$ cat config.mk
export PLATFORM = sky130hd
export DESIGN_NAME = pcs_div
export DESIGN_NICKNAME = d
export VERILOG_FILES = /design/src/rtl/core/pcs_pkg.sv /design/src/rtl/core/pcs_div.sv
export SDC_FILE = /design/constraint.sdc
export NUM_CORES = 1
export LEC_CHECK = 0
export ABC_AREA = 1
export BUFFER_PORTS_ARGS = -buffer_cell sky130_fd_sc_hd__buf_2
export CAP_MARGIN = 0
export CORE_UTILIZATION = 50
export CTS_BUF_LIST = sky130_fd_sc_hd__clkbuf_2 sky130_fd_sc_hd__clkbuf_4 sky130_fd_sc_hd__clkbuf_8
export DETAILED_ROUTE_END_ITERATION = 12
export GPL_ROUTABILITY_DRIVEN = 0
export HOLD_SLACK_MARGIN = 0.12
export PLACE_DENSITY = 0.82
export SYNTH_ARGS = -nofsm -noshare
export SYNTH_HDL_FRONTEND = slang
export SYNTH_SLANG_ARGS = --single-unit
$ cat constraint.sdc
create_clock -name clk -period 2.3 [get_ports clk]
set_clock_uncertainty 0.05 [all_clocks]
set_input_delay 0.23 -clock clk [delete_from_list [all_inputs] [get_ports clk]]
set_output_delay 0.23 -clock clk [all_outputs]
set_load 0.005 [all_outputs]
$ cat src/rtl/core/pcs_pkg.sv
// Shared types, constants and widths for the percentile contrast stretch block.
package pcs_pkg;

    localparam int NUM_BINS         = 255;
    localparam int BIN_W            = 8;
    localparam int PIX_W            = 8;
    localparam int FRAC_W           = 17;
    localparam int FRAME_PIXELS_MAX = 4194304;
    localparam int TOTAL_W          = $clog2(FRAME_PIXELS_MAX + 1);
    localparam int CNT_W            = TOTAL_W;
    localparam int TOT_LO_W         = 16;
    localparam int TOT_HI_W         = TOTAL_W - TOT_LO_W;
    localparam int LIM_W            = FRAC_W + TOTAL_W;
    localparam int SCALE_SH         = 16;

    localparam int DIV_NUM_W        = 17;
    localparam int DIV_DEN_W        = 9;
    localparam int DIV_STEPS        = 8;
    localparam int DIV_STEP_W       = $clog2(DIV_STEPS);

    localparam int CFG_IDX_W        = 2;
    localparam logic [CFG_IDX_W-1:0] REG_LOWER = 2'd0;
    localparam logic [CFG_IDX_W-1:0] REG_UPPER = 2'd1;

    localparam logic [FRAC_W-1:0] LOWER_RESET = 17'd3277;
    localparam logic [FRAC_W-1:0] UPPER_RESET = 17'd62259;

    localparam logic REQ_COUNT   = 1'b0;
    localparam logic REQ_MAP     = 1'b1;
    localparam logic KIND_REPORT = 1'b0;
    localparam logic KIND_PIXEL  = 1'b1;

    localparam logic [PIX_W-1:0] PIX_MAX  = 8'hFF;
    localparam logic [BIN_W-1:0] LAST_BIN = BIN_W'(NUM_BINS - 1);

    typedef struct packed {
        logic             req_type;
        logic [PIX_W-1:0] pixel_in;
        logic             frame_last;
    } in_item_t;

    typedef struct packed {
        logic             result_kind;
        logic [PIX_W-1:0] pixel_out;
        logic [BIN_W-1:0] low_bin;
        logic [BIN_W-1:0] high_bin;
        logic             stretch_error;
    } out_item_t;

    typedef struct packed {
        logic             rd_en;
        logic [BIN_W-1:0] rd_addr;
        logic             wr_en;
        logic [BIN_W-1:0] wr_addr;
        logic [CNT_W-1:0] wr_data;
    } hist_cmd_t;

endpackage

$ cat src/rtl/core/pcs_div.sv
// Restoring divider, one quotient bit per cycle, for the rounded stretch ratio.
module pcs_div
    import pcs_pkg::*;
(
    input  logic                 clk,
    input  logic                 rst_n,
    input  logic                 start,
    input  logic [DIV_NUM_W-1:0] num,
    input  logic [DIV_DEN_W-1:0] den,
    output logic                 done,
    output logic [PIX_W-1:0]     quot
);

    logic                  busy_reg;
    logic                  done_reg;
    logic [DIV_STEP_W-1:0] step_reg;
    logic [DIV_NUM_W-1:0]  rem_reg;
    logic [DIV_NUM_W-1:0]  dsh_reg;
    logic [PIX_W-1:0]      q_reg;
    logic                  fits;

    assign fits = rem_reg >= dsh_reg;

    always_ff @(posedge clk or negedge rst_n)
    begin
        if (!rst_n)
        begin
            busy_reg <= 1'b0;
            done_reg <= 1'b0;
            step_reg <= '0;
        end
        else
        begin
            done_reg <= 1'b0;
            if (start)
            begin
                busy_reg <= 1'b1;
                step_reg <= '0;
            end
            else if (busy_reg)
            begin
                step_reg <= step_reg + 1'b1;
                if (step_reg == DIV_STEP_W'(DIV_STEPS - 1))
                begin
                    busy_reg <= 1'b0;
                    done_reg <= 1'b1;
                end
            end
        end
    end

    always_ff @(posedge clk)
    begin
        if (start)
        begin
            rem_reg <= num;
            dsh_reg <= DIV_NUM_W'(den) << (DIV_STEPS - 1);
            q_reg   <= '0;
        end
        else if (busy_reg)
        begin
            if (fits)
            begin
                rem_reg <= rem_reg - dsh_reg;
            end
            q_reg   <= {q_reg[PIX_W-2:0], fits};
            dsh_reg <= dsh_reg >> 1;
        end
    end

    assign done = done_reg;
    assign quot = q_reg;

endmodule

Word-level counts from Yosys, hierarchy flattened
Index checks and enable logic that the tools add are counted.

word-level totals
  register bits after elaboration = 46
  input bits = 29
  output and inout port bits = 9
  logic and storage cells = 27

cells by class
  $add $sub $neg = 2
  magnitude comparators = 1
  eq/ne operators = 1
  mux-type cells = 13
  reduce and logical (&&, ||, !) cells = 3

operator list
  operator             number
  $mux 17              3
  $mux 16              2
  $ge 17x16->1         1
  $sub 17x16->17       1
  $mux 1               6
  $mux 3               2
  $reduce_bool 2->1    2
  $add 3x1->3 const B  1
  $eq 3x3->1 const B   1
  $reduce_and 2->1     1

Logic depth before layout (Yosys ltp)
  depth after elaboration = 4
  mapped depth = 13
  depth with buffers taken out = 13

Least setup slack after synthesis
No wires, ideal clock.

  path kind = reg-to-reg
  start = register rem_reg[5]
  end = register rem_reg[0] (enable)
  arrival = 1.688 ns
  required time = 1.877 ns
  slack = 0.188 ns
  stages on the path, launching flop included = 11
  buffers on the path = 0
  period minus slack after synthesis = 2.112 ns
  cell sequence = edfxtp_1 > ha_1 > nand2_2 > nor2_1 > and2_1 > nand2_2 > nand2_1 > nand2_1 > nand2_1 > nand2_1 > nand2_1

on the way
  longest elaborated chain between the ends = 3

ends and longest elaborated chain
  item                         line           text
  start: declaration           pcs_div.sv:17  logic [DIV_NUM_W-1:0] rem_reg;
  start signal: assignment     pcs_div.sv:56  rem_reg <= num;
  start signal: assignment     pcs_div.sv:64  rem_reg <= rem_reg - dsh_reg;
  $ge 17x16->1                 pcs_div.sv:22  assign fits = rem_reg >= dsh_reg;
  $reduce_bool 2->1 (no line)  -
  $reduce_and 2->1 (no line)   -

No other way between the ends.
A chain may end at the register's enable or synchronous reset.

Final worst setup path
  start = register rem_reg[6]
  end = register rem_reg[10] (enable)

The elaborated chain is that of the path after synthesis.

==> metrics.cfg <==
[sta]
tns_ps = 0
final-max-slew-violation-count = 0
hold_viol = 0
setup_viol = 0
min_period_over_period = 0.9407
finalHoldWorstSlack_ps = 135.9
worst_pin_slew_ps = 490.5
slew_headroom = 0.6727
layout_setup_ws_ps = 136.3
max_freq_mhz = 462.2
period_minus_slack_ps = 2164

[synthesis]
yosysTopAreaCell = edfxtp_1
synthDistinctLibCells = 29
netlist_instances = 384
synth.avg_cell_area_um2 = 7.409
synth_top_area_frac = 0.2744
synthArstFlopShare = 0.1087
synth_edf_count = 26
syn_nets = 432
synth-seq-area-share = 0.4239
yosys.cell_count.top_type = nand2_1
ys_warn_count = 0
synthTopCellsByArea = edfxtp_1, nand2_1, dfxtp_1
yosys_register_bits = 46
synth_commonest_cells = nand2_1, inv_1, edfxtp_1
netlist_area_um2 = 2845
synth_ff_type = edfxtp_1

[setup_path]
reg2reg_from = rem_reg[6]
critPathKind = reg2reg
slowest_stage = edfxtp_1
crit_buf_inv = 1
critPathLaunchType = flip-flop
crit_top_cell = nand2_1
cp_data_arrival_time_ps = 2130
timing.rr.end = rem_reg[10]
cp_slowest_stage_delay_ps = 390
rr_worst_depth = 11
end_kind = flip-flop
worst-path-max-fanout = 7
crit_chain = ha_1, nand2_2, nor2_1, and2_1, nand2_2, nand2_1, nand2_1, nand2_1, nand2_1, nand2_2, buf_4
rrSetupSlack_ps = 140
cp.required_ps = 2270
critPathTopFamily = simple AND/OR/NAND/NOR gates

[clock_network]
numCtsBuffers = 5
cts.sinks = 46
cts_root_buffer = clkbuf_8
post-cts-setup-buffer-count = 0
clock_path_buffers = 2
cts_tree = done
clk_latency_ps = 310
htreeDepth = 2
cts.clk_slew.worst_paths_ps = 100

[placed_design]
place_ws_ps = 96.70
dp_hpwl_um = 5003
port_buffers = 37

[power]
switching_power_w = 0.001602
p_seq_frac = 0.329
cellLeakagePower_nw = 1.691
p_total_w = 0.003660
clkPwrFrac = 0.142
power_frac_comb = 0.530
sw_frac_of_total = 0.4377
p_per_area_nw_per_um2 = 1122
p_int_w = 0.002058
ir_drop_uv = 612.1

[run_status]
outcome = finished clean

[cells_and_area]
area_growth_pct = 14.60
fin_nets = 476
antenna_cells = 0
drive_above_1_share = 0.1585
largest_reg_flops = 17

[grt]
grtUsageMet2 = 0.4071
antenna_found_initial = 0
grt_pass1_wl_um = 11240
grt_util_met1 = 0.2991
grt_usage = 0.2403
groute.layer.met3.usage = 0.03765
grt.busiest_layer = met2
grt_max_degree = 25
grt_pass1_vias = 2533
grt_overflow = 0

[route]
via_per_inst = 5.088
drtAntennaViolNets = 0
drtIter0Drc = 158
firstDrtPassIters = 4
avgRoutedWirePerCell_um = 13.13
via_count = 2549
drc = 0
wirelength_um = 6577

[floorplan]
pin_count = 38
die_y_um = 77.44
core-area_um2 = 5507
fp.dieW_um = 77.44
dieArea_um2 = 5996
rows = 27
start_util = 0.5167

[worst_hold_path]
hold-path-endpoint = rem_reg[16]
min-delay-start = num[16]
hold_depth = 3
hold_class = in2reg

[run]
maxCapViolCount = 0

-- worst max-delay path by stage --
| stage | start | end | cells after the start |
|---|---|---|---|
| final | rem_reg[6] | rem_reg[10] | 11 |
| after global placement | dsh_reg[3] | rem_reg[0] | 13 |
| after detailed placement | rem_reg[3] | rem_reg[4] | 12 |
| after global routing | dsh_reg[3] | rem_reg[10] | 13 |
| after CTS | rem_reg[3] | rem_reg[5] | 12 |
| after floorplan | rem_reg[5] | rem_reg[0] | 10 |
-- power groups by stage --
| stage | sequential [W] | clock [W] | combinational [W] |
|---|---|---|---|
| CTS | 0.00120 | 0.000523 | 0.00187 |
| finish | 0.00120 | 0.000518 | 0.00194 |
| detailed placement | 0.00121 | 0 | 0.00185 |
| global placement | 0.00120 | 0 | 0.00178 |
| global route | 0.00122 | 0.000554 | 0.00222 |
| floorplan | 0.00119 | 0 | 0.00143 |
-- what timing repair did --
item                                   4_1_cts  5_1_grt
hold buffers                                 1        0
resized for setup                            0        8
endpoints found under the hold margin        5        0
setup endpoints to repair                    0       15
-- final cells by class --
cell class | count | area [um2]
clock buffer | 5 | 68.82
sequential | 46 | 1206
tap | 72 | 90.09
fill | 526 | 2246
inverter | 72 | 270.3
timing repair buffer | 45 | 251.5
multi-input combinational | 258 | 1354
clock inverter | 3 | 20.02
-- worst register-to-register path, stage by stage, from the launching register on --
cell and delay (ps):
edfxtp_1 390, ha_1 390, nand2_2 110, nor2_1 140
and2_1 150, nand2_2 60, nand2_1 80, nand2_1 60
nand2_1 90, nand2_1 70, nand2_2 110, buf_4 180
-- routing by layer --
| metal | part of all wire | wire [um] |
|---|---|---|
| met3 | 0.054 | 358 |
| met2 | 0.46 | 3055 |
| met1 | 0.45 | 2966 |
| met5 | 0 | 0 |
| met4 | 0.030 | 197 |
-- layout by cell type (no fill, tap or decap), types with 12 or more instances in the layout --
master    synthesis  routed
dfxtp_1          15      15
edfxtp_1         26      26
o21ai_0          20      20
nand2_1         137     136
buf_2             3      37
ha_1             18      12
nand3_1          17      17
nor2_1           14      14
inv_1            72      72
-- through the flow --
stage / std cells / cell area (um2) / util
after detailed placement: 492 / 3131 / 0.5685
final: 501 / 3261 / 0.5921
after floorplan: 384 / 2845 / -
after CTS: 501 / 3229 / 0.5865
after global placement: 492 / 3131 / 0.5685
after global routing: 501 / 3261 / 0.5921
-- kinds of logic (layout without fill, tap and decap cells) --
family,after synthesis,count (layout),synth area share
and+or+nand+nor,189,189,0.2801
buffers and inverters,80,125,0.1099
AOI/OAI and AO/OA,47,47,0.09059
DFF,46,46,0.4239
adders and majority gates,19,19,0.08619
xor gates and xnor gates,3,3,0.009237
No activity file was read; power rests on OpenSTA's default activity.
